$ cat src/rtl/pps_pkg.sv
`timescale 1ns / 1ps
`default_nettype none

package pps_pkg;

    localparam int LINE_LIMIT_DEFAULT = 70;

    localparam int PIXEL_W = 32;
    localparam int MAXVAL_W = 16;
    localparam int BYTE_W = 8;
    localparam int COL_W = 8;
    localparam int NUM_DIGITS = 5;
    localparam int DIG_CNT_W = 3;
    localparam int DIGIT_W = 4;

    localparam int APB_ADDR_W = 3;
    localparam int APB_DATA_W = 32;

    // register indexes
    localparam logic REG_MAX_VALUE = 1'b0;
    localparam logic REG_BINARY_MODE = 1'b1;

    localparam logic [MAXVAL_W-1:0] MAX_VALUE_RESET = 16'd255;
    localparam logic BINARY_MODE_RESET = 1'b1;
    localparam logic [MAXVAL_W-1:0] NARROW_MAX = 16'h00FF;

    // x / 10 == (x * 52429) >> 19 for every 16-bit x
    localparam logic [16:0] RECIP_TEN = 17'd52429;
    localparam int RECIP_SHIFT = 19;

    localparam logic [BYTE_W-1:0] CHAR_ZERO = 8'h30;
    localparam logic [BYTE_W-1:0] CHAR_NL = 8'h0A;
    localparam logic [BYTE_W-1:0] CHAR_SPACE = 8'h20;

    // byte source select
    localparam logic [2:0] SEL_ERR = 3'd0;
    localparam logic [2:0] SEL_HI = 3'd1;
    localparam logic [2:0] SEL_LO = 3'd2;
    localparam logic [2:0] SEL_SEP = 3'd3;
    localparam logic [2:0] SEL_NL = 3'd4;
    localparam logic [2:0] SEL_DIGIT = 3'd5;

    typedef struct packed {
        logic [MAXVAL_W-1:0] max_value;
        logic                binary_mode;
    } cfg_t;

    typedef struct packed {
        logic       capture;
        logic       div_init;
        logic       div_step;
        logic       sep_apply;
        logic       digit_dec;
        logic       col_clear;
        logic       set_err;
        logic       emit;
        logic [2:0] emit_sel;
        logic       emit_end;
    } ctrl_cmd_t;

    typedef struct packed {
        logic out_free;
        logic err_latched;
        logic out_of_range;
        logic binary;
        logic wide;
        logic div_last;
        logic sep_nl;
        logic col_nonzero;
        logic dig_one;
        logic last;
    } ctrl_sts_t;

endpackage

`default_nettype wire

$ cat src/rtl/pps_in_if.sv
`timescale 1ns / 1ps
`default_nettype none

interface pps_in_if;
    logic        valid;
    logic        ready;
    logic [31:0] pixel;
    logic        first_of_image;
    logic        last_of_image;

    modport source (output valid, output pixel, output first_of_image,
                    output last_of_image, input ready);
    modport sink (input valid, input pixel, input first_of_image,
                  input last_of_image, output ready);
endinterface

`default_nettype wire

$ cat src/rtl/pps_out_if.sv
`timescale 1ns / 1ps
`default_nettype none

interface pps_out_if;
    logic       valid;
    logic       ready;
    logic [7:0] out_byte;
    logic       is_error;
    logic       end_of_run;

    modport source (output valid, output out_byte, output is_error,
                    output end_of_run, input ready);
    modport sink (input valid, input out_byte, input is_error,
                  input end_of_run, output ready);
endinterface

`default_nettype wire

$ cat src/rtl/pps_apb_regs.sv
`timescale 1ns / 1ps
`default_nettype none

module pps_apb_regs
    import pps_pkg::*;
(
    input  wire logic                  clk,
    input  wire logic                  rst_n,
    input  wire logic                  psel,
    input  wire logic                  penable,
    input  wire logic                  pwrite,
    input  wire logic [APB_ADDR_W-1:0] paddr,
    input  wire logic [APB_DATA_W-1:0] pwdata,
    output logic      [APB_DATA_W-1:0] prdata,
    output logic                       pready,
    output cfg_t                       cfg
);

    logic [MAXVAL_W-1:0] max_value_reg;
    logic                binary_mode_reg;
    logic                wr_en;
    logic                reg_idx;

    assign pready = 1'b1;
    assign wr_en = psel & penable & pwrite;
    assign reg_idx = paddr[2];

    always_ff @(posedge clk or negedge rst_n)
    begin
        if (!rst_n)
        begin
            max_value_reg <= MAX_VALUE_RESET;
            binary_mode_reg <= BINARY_MODE_RESET;
        end
        else if (wr_en)
        begin
            unique case (reg_idx)
                REG_MAX_VALUE:   max_value_reg <= pwdata[MAXVAL_W-1:0];
                REG_BINARY_MODE: binary_mode_reg <= pwdata[0];
                default:         ;
            endcase
        end
    end

    always_comb
    begin
        unique case (reg_idx)
            REG_MAX_VALUE:   prdata = {{(APB_DATA_W-MAXVAL_W){1'b0}}, max_value_reg};
            REG_BINARY_MODE: prdata = {{(APB_DATA_W-1){1'b0}}, binary_mode_reg};
            default:         prdata = '0;
        endcase
    end

    assign cfg.max_value = max_value_reg;
    assign cfg.binary_mode = binary_mode_reg;

endmodule

`default_nettype wire

$ cat src/rtl/pps_ctrl.sv
`timescale 1ns / 1ps
`default_nettype none

module pps_ctrl
    import pps_pkg::*;
(
    input  wire logic      clk,
    input  wire logic      rst_n,
    input  wire logic      in_valid,
    output logic           in_ready,
    input  ctrl_sts_t      sts,
    output ctrl_cmd_t      cmd
);

    localparam logic [3:0] S_IDLE  = 4'd0;
    localparam logic [3:0] S_CHECK = 4'd1;
    localparam logic [3:0] S_ERR   = 4'd2;
    localparam logic [3:0] S_BHI   = 4'd3;
    localparam logic [3:0] S_BLO   = 4'd4;
    localparam logic [3:0] S_DIV   = 4'd5;
    localparam logic [3:0] S_SEP   = 4'd6;
    localparam logic [3:0] S_DIGIT = 4'd7;
    localparam logic [3:0] S_NL    = 4'd8;

    logic [3:0] state_reg;
    logic [3:0] state_next;

    assign in_ready = (state_reg == S_IDLE);

    always_ff @(posedge clk or negedge rst_n)
    begin
        if (!rst_n)
            state_reg <= S_IDLE;
        else
            state_reg <= state_next;
    end

    always_comb
    begin
        state_next = state_reg;
        cmd = '0;
        cmd.emit_sel = SEL_ERR;
        unique case (state_reg)
            S_IDLE:
            begin
                if (in_valid)
                begin
                    cmd.capture = 1'b1;
                    state_next = S_CHECK;
                end
            end
            S_CHECK:
            begin
                cmd.div_init = 1'b1;
                if (sts.err_latched)
                    state_next = S_IDLE;
                else if (sts.out_of_range)
                    state_next = S_ERR;
                else if (sts.binary)
                    state_next = sts.wide ? S_BHI : S_BLO;
                else
                    state_next = S_DIV;
            end
            S_ERR:
            begin
                if (sts.out_free)
                begin
                    cmd.emit = 1'b1;
                    cmd.emit_sel = SEL_ERR;
                    cmd.emit_end = 1'b1;
                    cmd.set_err = 1'b1;
                    state_next = S_IDLE;
                end
            end
            S_BHI:
            begin
                if (sts.out_free)
                begin
                    cmd.emit = 1'b1;
                    cmd.emit_sel = SEL_HI;
                    state_next = S_BLO;
                end
            end
            S_BLO:
            begin
                if (sts.out_free)
                begin
                    cmd.emit = 1'b1;
                    cmd.emit_sel = SEL_LO;
                    cmd.emit_end = 1'b1;
                    state_next = S_IDLE;
                end
            end
            S_DIV:
            begin
                cmd.div_step = 1'b1;
                if (sts.div_last)
                    state_next = S_SEP;
            end
            S_SEP:
            begin
                if (sts.sep_nl || sts.col_nonzero)
                begin
                    if (sts.out_free)
                    begin
                        cmd.emit = 1'b1;
                        cmd.emit_sel = sts.sep_nl ? SEL_NL : SEL_SEP;
                        cmd.sep_apply = 1'b1;
                        state_next = S_DIGIT;
                    end
                end
                else
                begin
                    cmd.sep_apply = 1'b1;
                    state_next = S_DIGIT;
                end
            end
            S_DIGIT:
            begin
                if (sts.out_free)
                begin
                    cmd.emit = 1'b1;
                    cmd.emit_sel = SEL_DIGIT;
                    cmd.emit_end = sts.dig_one & ~sts.last;
                    cmd.digit_dec = 1'b1;
                    if (sts.dig_one)
                        state_next = sts.last ? S_NL : S_IDLE;
                end
            end
            S_NL:
            begin
                if (sts.out_free)
                begin
                    cmd.emit = 1'b1;
                    cmd.emit_sel = SEL_NL;
                    cmd.emit_end = 1'b1;
                    cmd.col_clear = 1'b1;
                    state_next = S_IDLE;
                end
            end
            default:
                state_next = S_IDLE;
        endcase
    end

endmodule

`default_nettype wire

$ cat src/rtl/pps_datapath.sv
`timescale 1ns / 1ps
`default_nettype none

module pps_datapath
    import pps_pkg::*;
#(
    parameter int LINE_LIMIT = LINE_LIMIT_DEFAULT
)
(
    input  wire logic               clk,
    input  wire logic               rst_n,
    input  cfg_t                    cfg,
    input  ctrl_cmd_t               cmd,
    output ctrl_sts_t               sts,
    input  wire logic [PIXEL_W-1:0] pixel,
    input  wire logic               first_of_image,
    input  wire logic               last_of_image,
    output logic                    out_valid,
    input  wire logic               out_ready,
    output logic [BYTE_W-1:0]       out_byte,
    output logic                    is_error,
    output logic                    end_of_run
);

    logic [PIXEL_W-1:0]   pix_reg;
    logic                 last_reg;
    logic [COL_W-1:0]     column_reg;
    logic                 err_reg;
    logic [MAXVAL_W-1:0]  num_reg;
    logic [DIG_CNT_W-1:0] dig_cnt_reg;
    logic [DIGIT_W-1:0]   digits_reg [NUM_DIGITS];
    logic                 out_valid_reg;
    logic [BYTE_W-1:0]    out_byte_reg;
    logic                 is_error_reg;
    logic                 end_of_run_reg;

    logic [32:0]          prod;
    logic [MAXVAL_W-1:0]  quot;
    logic [MAXVAL_W-1:0]  rem;
    logic [COL_W:0]       col_sum;
    logic [COL_W-1:0]     col_base;
    logic [DIG_CNT_W-1:0] dig_idx;
    logic [BYTE_W-1:0]    byte_sel;

    // divide by ten through the reciprocal
    assign prod = {16'b0, num_reg} * {16'b0, RECIP_TEN};
    assign quot = prod[RECIP_SHIFT +: MAXVAL_W];
    assign rem = num_reg - ((quot << 3) + (quot << 1));

    assign col_sum = {1'b0, column_reg} + {{(COL_W+1-DIG_CNT_W){1'b0}}, dig_cnt_reg};
    assign dig_idx = dig_cnt_reg - 3'd1;

    assign sts.out_free = ~out_valid_reg | out_ready;
    assign sts.err_latched = err_reg;
    assign sts.out_of_range = pix_reg > {{(PIXEL_W-MAXVAL_W){1'b0}}, cfg.max_value};
    assign sts.binary = cfg.binary_mode;
    assign sts.wide = cfg.max_value > NARROW_MAX;
    assign sts.div_last = (quot == '0) || (dig_cnt_reg == DIG_CNT_W'(NUM_DIGITS - 1));
    assign sts.sep_nl = col_sum >= (COL_W+1)'(LINE_LIMIT);
    assign sts.col_nonzero = column_reg != '0;
    assign sts.dig_one = dig_cnt_reg == 3'd1;
    assign sts.last = last_reg;

    always_comb
    begin
        if (sts.sep_nl)
            col_base = '0;
        else if (sts.col_nonzero)
            col_base = column_reg + 8'd1;
        else
            col_base = column_reg;
    end

    always_comb
    begin
        case (cmd.emit_sel)
            SEL_HI:    byte_sel = pix_reg[15:8];
            SEL_LO:    byte_sel = pix_reg[7:0];
            SEL_SEP:   byte_sel = CHAR_SPACE;
            SEL_NL:    byte_sel = CHAR_NL;
            SEL_DIGIT: byte_sel = CHAR_ZERO + {4'b0, digits_reg[dig_idx]};
            default:   byte_sel = '0;
        endcase
    end

    always_ff @(posedge clk)
    begin
        if (cmd.capture)
        begin
            pix_reg <= pixel;
            last_reg <= last_of_image;
        end
        if (cmd.div_init)
            num_reg <= pix_reg[MAXVAL_W-1:0];
        else if (cmd.div_step)
        begin
            num_reg <= quot;
            digits_reg[dig_cnt_reg] <= rem[DIGIT_W-1:0];
        end
        if (cmd.emit)
        begin
            out_byte_reg <= byte_sel;
            is_error_reg <= (cmd.emit_sel == SEL_ERR);
            end_of_run_reg <= cmd.emit_end;
        end
    end

    always_ff @(posedge clk or negedge rst_n)
    begin
        if (!rst_n)
        begin
            column_reg <= '0;
            err_reg <= 1'b0;
            dig_cnt_reg <= '0;
            out_valid_reg <= 1'b0;
        end
        else
        begin
            if (cmd.capture && first_of_image)
            begin
                column_reg <= '0;
                err_reg <= 1'b0;
            end
            else if (cmd.sep_apply)
                column_reg <= col_base + {{(COL_W-DIG_CNT_W){1'b0}}, dig_cnt_reg};
            else if (cmd.col_clear)
                column_reg <= '0;
            if (cmd.set_err)
                err_reg <= 1'b1;
            if (cmd.div_init)
                dig_cnt_reg <= '0;
            else if (cmd.div_step)
                dig_cnt_reg <= dig_cnt_reg + 3'd1;
            else if (cmd.digit_dec)
                dig_cnt_reg <= dig_idx;
            if (cmd.emit)
                out_valid_reg <= 1'b1;
            else if (out_ready)
                out_valid_reg <= 1'b0;
        end
    end

    assign out_valid = out_valid_reg;
    assign out_byte = out_byte_reg;
    assign is_error = is_error_reg;
    assign end_of_run = end_of_run_reg;

endmodule

`default_nettype wire

$ cat src/rtl/pgm_pixel_serializer_core.sv
// channel   | dir | payload                                   | transfer when
// ----------+-----+-------------------------------------------+-----------------
// in_ch     | in  | pixel[31:0], first_of_image, last_of_image | valid && ready
// out_ch    | out | out_byte[7:0], is_error, end_of_run        | valid && ready
// apb       | in  | max_value (0x0), binary_mode (0x4)         | psel&penable&pwrite
//
// one pixel at a time: capture and check, then nothing after an error, one error byte,
// or one or two bytes in binary; text mode divides by ten once per digit, passes the
// separator slot even when none is sent, then sends each digit and a last newline
// output register lets the next pixel be taken while the last byte waits
// a stalled output holds the sequencer; async active-low reset, no clear pass
`timescale 1ns / 1ps
`default_nettype none

module pgm_pixel_serializer_core
    import pps_pkg::*;
#(
    parameter int LINE_LIMIT = LINE_LIMIT_DEFAULT
)
(
    input  wire logic                  clk,
    input  wire logic                  rst_n,
    pps_in_if.sink                     in_ch,
    pps_out_if.source                  out_ch,
    input  wire logic                  psel,
    input  wire logic                  penable,
    input  wire logic                  pwrite,
    input  wire logic [APB_ADDR_W-1:0] paddr,
    input  wire logic [APB_DATA_W-1:0] pwdata,
    output logic      [APB_DATA_W-1:0] prdata,
    output logic                       pready
);

    cfg_t      cfg;
    ctrl_cmd_t cmd;
    ctrl_sts_t sts;
    logic      in_ready;

    assign in_ch.ready = in_ready;

    pps_apb_regs u_regs (
        .clk     (clk),
        .rst_n   (rst_n),
        .psel    (psel),
        .penable (penable),
        .pwrite  (pwrite),
        .paddr   (paddr),
        .pwdata  (pwdata),
        .prdata  (prdata),
        .pready  (pready),
        .cfg     (cfg)
    );

    pps_ctrl u_ctrl (
        .clk      (clk),
        .rst_n    (rst_n),
        .in_valid (in_ch.valid),
        .in_ready (in_ready),
        .sts      (sts),
        .cmd      (cmd)
    );

    pps_datapath #(
        .LINE_LIMIT (LINE_LIMIT)
    ) u_dp (
        .clk            (clk),
        .rst_n          (rst_n),
        .cfg            (cfg),
        .cmd            (cmd),
        .sts            (sts),
        .pixel          (in_ch.pixel),
        .first_of_image (in_ch.first_of_image),
        .last_of_image  (in_ch.last_of_image),
        .out_valid      (out_ch.valid),
        .out_ready      (out_ch.ready),
        .out_byte       (out_ch.out_byte),
        .is_error       (out_ch.is_error),
        .end_of_run     (out_ch.end_of_run)
    );

endmodule

`default_nettype wire

$ cat src/flat_wrapper.sv
// flat-port wrapper written by rule: the top's interface ports become plain ports
module pgm_pixel_serializer_core_flat import pps_pkg::*;
#(
    parameter int LINE_LIMIT = LINE_LIMIT_DEFAULT
)
  (clk, rst_n, psel, penable, pwrite, paddr, pwdata, prdata, pready, in_ch_valid, in_ch_pixel, in_ch_first_of_image, in_ch_last_of_image, in_ch_ready, out_ch_valid, out_ch_out_byte, out_ch_is_error, out_ch_end_of_run, out_ch_ready);
  pps_in_if in_ch_i ();
  pps_out_if out_ch_i ();
  input  wire logic clk;
  input  wire logic rst_n;
  input  wire logic psel;
  input  wire logic penable;
  input  wire logic pwrite;
  input  wire logic [APB_ADDR_W-1:0] paddr;
  input  wire logic [APB_DATA_W-1:0] pwdata;
  output logic      [APB_DATA_W-1:0] prdata;
  output logic pready;
  input wire logic [$bits(in_ch_i.valid)-1:0] in_ch_valid;
  input wire logic [$bits(in_ch_i.pixel)-1:0] in_ch_pixel;
  input wire logic [$bits(in_ch_i.first_of_image)-1:0] in_ch_first_of_image;
  input wire logic [$bits(in_ch_i.last_of_image)-1:0] in_ch_last_of_image;
  output wire logic [$bits(in_ch_i.ready)-1:0] in_ch_ready;
  output wire logic [$bits(out_ch_i.valid)-1:0] out_ch_valid;
  output wire logic [$bits(out_ch_i.out_byte)-1:0] out_ch_out_byte;
  output wire logic [$bits(out_ch_i.is_error)-1:0] out_ch_is_error;
  output wire logic [$bits(out_ch_i.end_of_run)-1:0] out_ch_end_of_run;
  input wire logic [$bits(out_ch_i.ready)-1:0] out_ch_ready;
  assign in_ch_i.valid = in_ch_valid;
  assign in_ch_i.pixel = in_ch_pixel;
  assign in_ch_i.first_of_image = in_ch_first_of_image;
  assign in_ch_i.last_of_image = in_ch_last_of_image;
  assign in_ch_ready = in_ch_i.ready;
  assign out_ch_valid = out_ch_i.valid;
  assign out_ch_out_byte = out_ch_i.out_byte;
  assign out_ch_is_error = out_ch_i.is_error;
  assign out_ch_end_of_run = out_ch_i.end_of_run;
  assign out_ch_i.ready = out_ch_ready;
  pgm_pixel_serializer_core #(.LINE_LIMIT(LINE_LIMIT)) u_core (.clk(clk), .rst_n(rst_n), .in_ch(in_ch_i), .out_ch(out_ch_i), .psel(psel), .penable(penable), .pwrite(pwrite), .paddr(paddr), .pwdata(pwdata), .prdata(prdata), .pready(pready));
endmodule
$ cat config.mk
export PLATFORM = sky130hd
export DESIGN_NAME = pgm_pixel_serializer_core_flat
export DESIGN_NICKNAME = d
export VERILOG_FILES = /design/src/rtl/pps_pkg.sv /design/src/rtl/pps_in_if.sv /design/src/rtl/pps_out_if.sv /design/src/rtl/pps_apb_regs.sv /design/src/rtl/pps_ctrl.sv /design/src/rtl/pps_datapath.sv /design/src/rtl/pgm_pixel_serializer_core.sv /design/src/flat_wrapper.sv
export SDC_FILE = /design/constraint.sdc
export NUM_CORES = 1
export LEC_CHECK = 0
export BUFFER_PORTS_ARGS = -buffer_cell sky130_fd_sc_hd__buf_2
export CAP_MARGIN = 20
export CORE_ASPECT_RATIO = 2
export CORE_MARGIN = 5
export CORE_UTILIZATION = 38
export CTS_CLUSTER_DIAMETER = 50
export DETAILED_ROUTE_END_ITERATION = 6
export GPL_TIMING_DRIVEN = 0
export PLACE_DENSITY = 0.64
export SLEW_MARGIN = 20
export SYNTH_ARGS = -nofsm -noshare
export SYNTH_HDL_FRONTEND = slang
export SYNTH_SLANG_ARGS = --single-unit
$ cat constraint.sdc
create_clock -name clk -period 4.5 [get_ports clk]
set_input_delay 0.225 -clock clk [delete_from_list [all_inputs] [get_ports clk]]
set_output_delay 0.225 -clock clk [all_outputs]
set_load 0.01 [all_outputs]
==> flow_summary.yaml <==
clock_network:
  cts_buffer_depth: 2
  cts_buffers: 9
  clock-root-buffer: "clkbuf_16"
  path_clk_slew_ps: 60
  h-tree-depth: 3
  clock_sinks: 77
  clock_latency_ps: 330
  cts_tree: "built"
die:
  ioPinCount: 121
  initial_utilization_pct: 38.47
  die_x_um: 86.73
  rows: 56
  die_h_um: 163.5
  dieArea_um2: 14180
  core_um2: 11630
grt:
  grt_usage_pct: 16.98
  grt_max_degree: 35
  grt_remaining_overflow: 0
  met2_usage_pct: 32.88
  first_global_vias: 3873
  grt_pass1_wl_um: 18620
  antenna_found_initial: 0
  grt.busiest_layer: "met2"
  grt_util_met3_pct: 3.281
  use_met1_pct: 16.47
timing:
  finalMaxSlewViolations: 0
  period_needed_ps: 4203
  fin_hold_ws_ps: -2.891
  finalSetupViolations: 0
  tightest_slew_ps: 1021
  setup_tns_ps: 0
  worst_slew_margin_rel_pct: 31.42
  worst_slack_ps: 297.3
  fin_crit_sh_pct: 93.39
  hold_viol_final: 4
  fmaxAchievable_ghz: 0.2379
  fin_worst_skew_ps: 6.619
finish:
  multi_input_area_um2: 2078
  drive_above_1_share_pct: 28.47
  nNetsFinal: 656
  fill_cells: 1152
  area_growth_pct: 22.68
  layout_commonest_cell: "buf_2"
  final_cell_mix: "84 x buf_2, 43 x nor2_1, 43 x edfxtp_1"
  largest_register_ff_count: 32
  ff_latch_area_um2: 2157
  antenna_cells: 0
drt:
  avgRoutedWirePerCell_um: 16.38
  vias: 3641
  dr.first_iter.drc_count: 168
  first_pass_iters: 4
  viasPerCell: 5.201
  antenna_left: 0
  drc: 0
  drt_wl_total_um: 11470
yosys:
  seq_area_frac_synth_pct: 48.13
  synth_edf_count: 43
  synth_cells: 436
  synthDistinctLibCells: 62
  synth-compound-area-share_pct: 15.24
  synth_area_um2: 4474
  synth-simple-area-share_pct: 15.13
  muxShareOfSynthArea_pct: 4.726
  synth.avg_cell_area_um2: 10.26
  ys_async_sr_fraction_pct: 44.16
  ys_seq_elements: 77
  yosysWarnings: 0
  synth_fa_ha_area_share_pct: 8.949
  synth-xor-area-share_pct: 0.7830
  synth_top_family_by_area: "compound AO/OA/AOI/OAI gates"
  ys.flop_type: "edfxtp_1"
placement:
  dp_hpwl_um: 9297
  post-place-ws_ps: -44.71
  io_buffers: 84
  gp_congestion: 0.9220
power:
  p_leak_nw: 2.411
  power_density_nw_per_um2: 539.8
  ir_worst_vdd_v: 0.0003256
  p_total_mw: 2.963
outcome:
  outcome: "finished, violations left"
  violations: "hold timing"
flow_run:
  maxCapViolations: 0
worst_setup_path:
  r2r_start: "u_core.u_dp.column_reg[0]"
  crit_type: "reg2reg"
  r2r_setup_slack_ps: 300
  worstReg2RegEnd: "u_core.u_dp.column_reg[6]"
  worst_setup_path_start_kind: "flip-flop"
  arrival_ps: 4460
  endpoint_kind: "flip-flop"
  crit_path_max_fanout: 8
  r2r_cells: 19
  cp.required_ps: 4750
hold_path:
  hold_path.class: "in2async"
worst max-delay path by stage:
stage / start / end / slack, ps / cells past startpoint
after global placement: u_core.u_dp.dig_cnt_reg[0] / u_core.u_dp.column_reg[6] / 70 / 19
after detailed placement: u_core.u_dp.dig_cnt_reg[0] / u_core.u_dp.column_reg[6] / -40 / 19
after global routing: u_core.u_dp.column_reg[0] / u_core.u_dp.column_reg[6] / -80 / 19
after CTS: u_core.u_dp.dig_cnt_reg[0] / u_core.u_dp.column_reg[6] / 160 / 19
after floorplan: u_core.u_dp.column_reg[0] / u_core.u_dp.column_reg[6] / 550 / 19
final: u_core.u_dp.column_reg[0] / u_core.u_dp.column_reg[6] / 300 / 19
synth_stat cells (all sizes together), types with 3 or more instances:
library cell | count | area, um2
nand4 | 5 | 31.28
a21oi | 19 | 98.85
a22oi | 5 | 37.54
nand2b | 7 | 43.79
nor4 | 8 | 50.05
ha | 28 | 350.3
buf | 17 | 127.6
mux2 | 17 | 191.4
nand3 | 9 | 45.04
edfxtp | 43 | 1291
clkbuf | 13 | 48.80
a21o | 6 | 45.04
nor2 | 43 | 161.4
inv | 35 | 131.4
a22o | 7 | 61.31
nand2 | 37 | 138.9
dfrtp | 25 | 625.6
xnor2 | 4 | 35.03
a211oi | 3 | 22.52
nor3 | 7 | 35.03
o21ai | 22 | 110.1
nor2b | 7 | 43.79
a31oi | 7 | 43.79
dfstp | 9 | 236.5
timing repair:
| item | CTS | global route |
|---|---|---|
| pin swaps | 1 | 2 |
| hold buffers | 0 | 0 |
| resized for setup | 0 | 7 |
| setup endpoints to repair | 1 | 1 |
| setup buffers | 1 | 2 |
metal layers:
metal / vias to the layer above / share of wire [%]
met5: - / 0
met4: 0 / 3.5
met3: 24 / 4.9
met2: 131 / 57
met1: 1707 / 34
li1: 1779 / -
stage by stage:
stage	hold slack (ps)	instance area (um2)	instances	util, %
5_1_grt	51.94	5489	700	47.19
3_5_place_dp	371.9	5154	681	44.31
2_1_floorplan	-70.59	4531	451	-
3_3_place_gp	354.8	5132	680	44.13
6_report	-2.891	5489	700	47.19
4_1_cts	13.22	5463	698	46.97
layout make-up:
type | instances | area share, %
Buffer | 30 | 3.214
Clock buffer | 11 | 4.422
Clock inverter | 5 | 1.071
Inverter | 35 | 2.393
Multi-Input combinational cell | 309 | 37.86
Sequential cell | 77 | 39.30
Tap cell | 145 | 3.305
Timing Repair Buffer | 88 | 8.434
critical path: stages (launching register included):
cell       delay [ps]
dfrtp_2           460
ha_1              230
inv_1              70
fa_1              220
nand2b_1          170
a2111oi_0         130
a311o_1           400
a2111oi_4         370
nand2_1           120
o21ai_1           160
ha_1              190
inv_1              50
fa_1              400
inv_1              70
a21o_1            140
nand2_1            80
maj3_1            360
o32a_1            190
nor3b_1           180
o21bai_1          130
power breakdown:
group / switching (mW) / total, mW / internal, mW
clock network: 0.270 / 0.715 / 0.445
logic: 0.686 / 1.14 / 0.452
registers: 0.125 / 1.11 / 0.985
cell families after synthesis:
logic type	count (synthesis)
AND/OR/NAND/NOR	140
AO/OA/AOI/OAI	98
flip-flops	77
buffers and inverters	65
adder cells (fa/ha/maj)	31
multiplexers	19
XOR/XNOR	4
other	2
No activity file was read; power rests on OpenSTA's default activity.
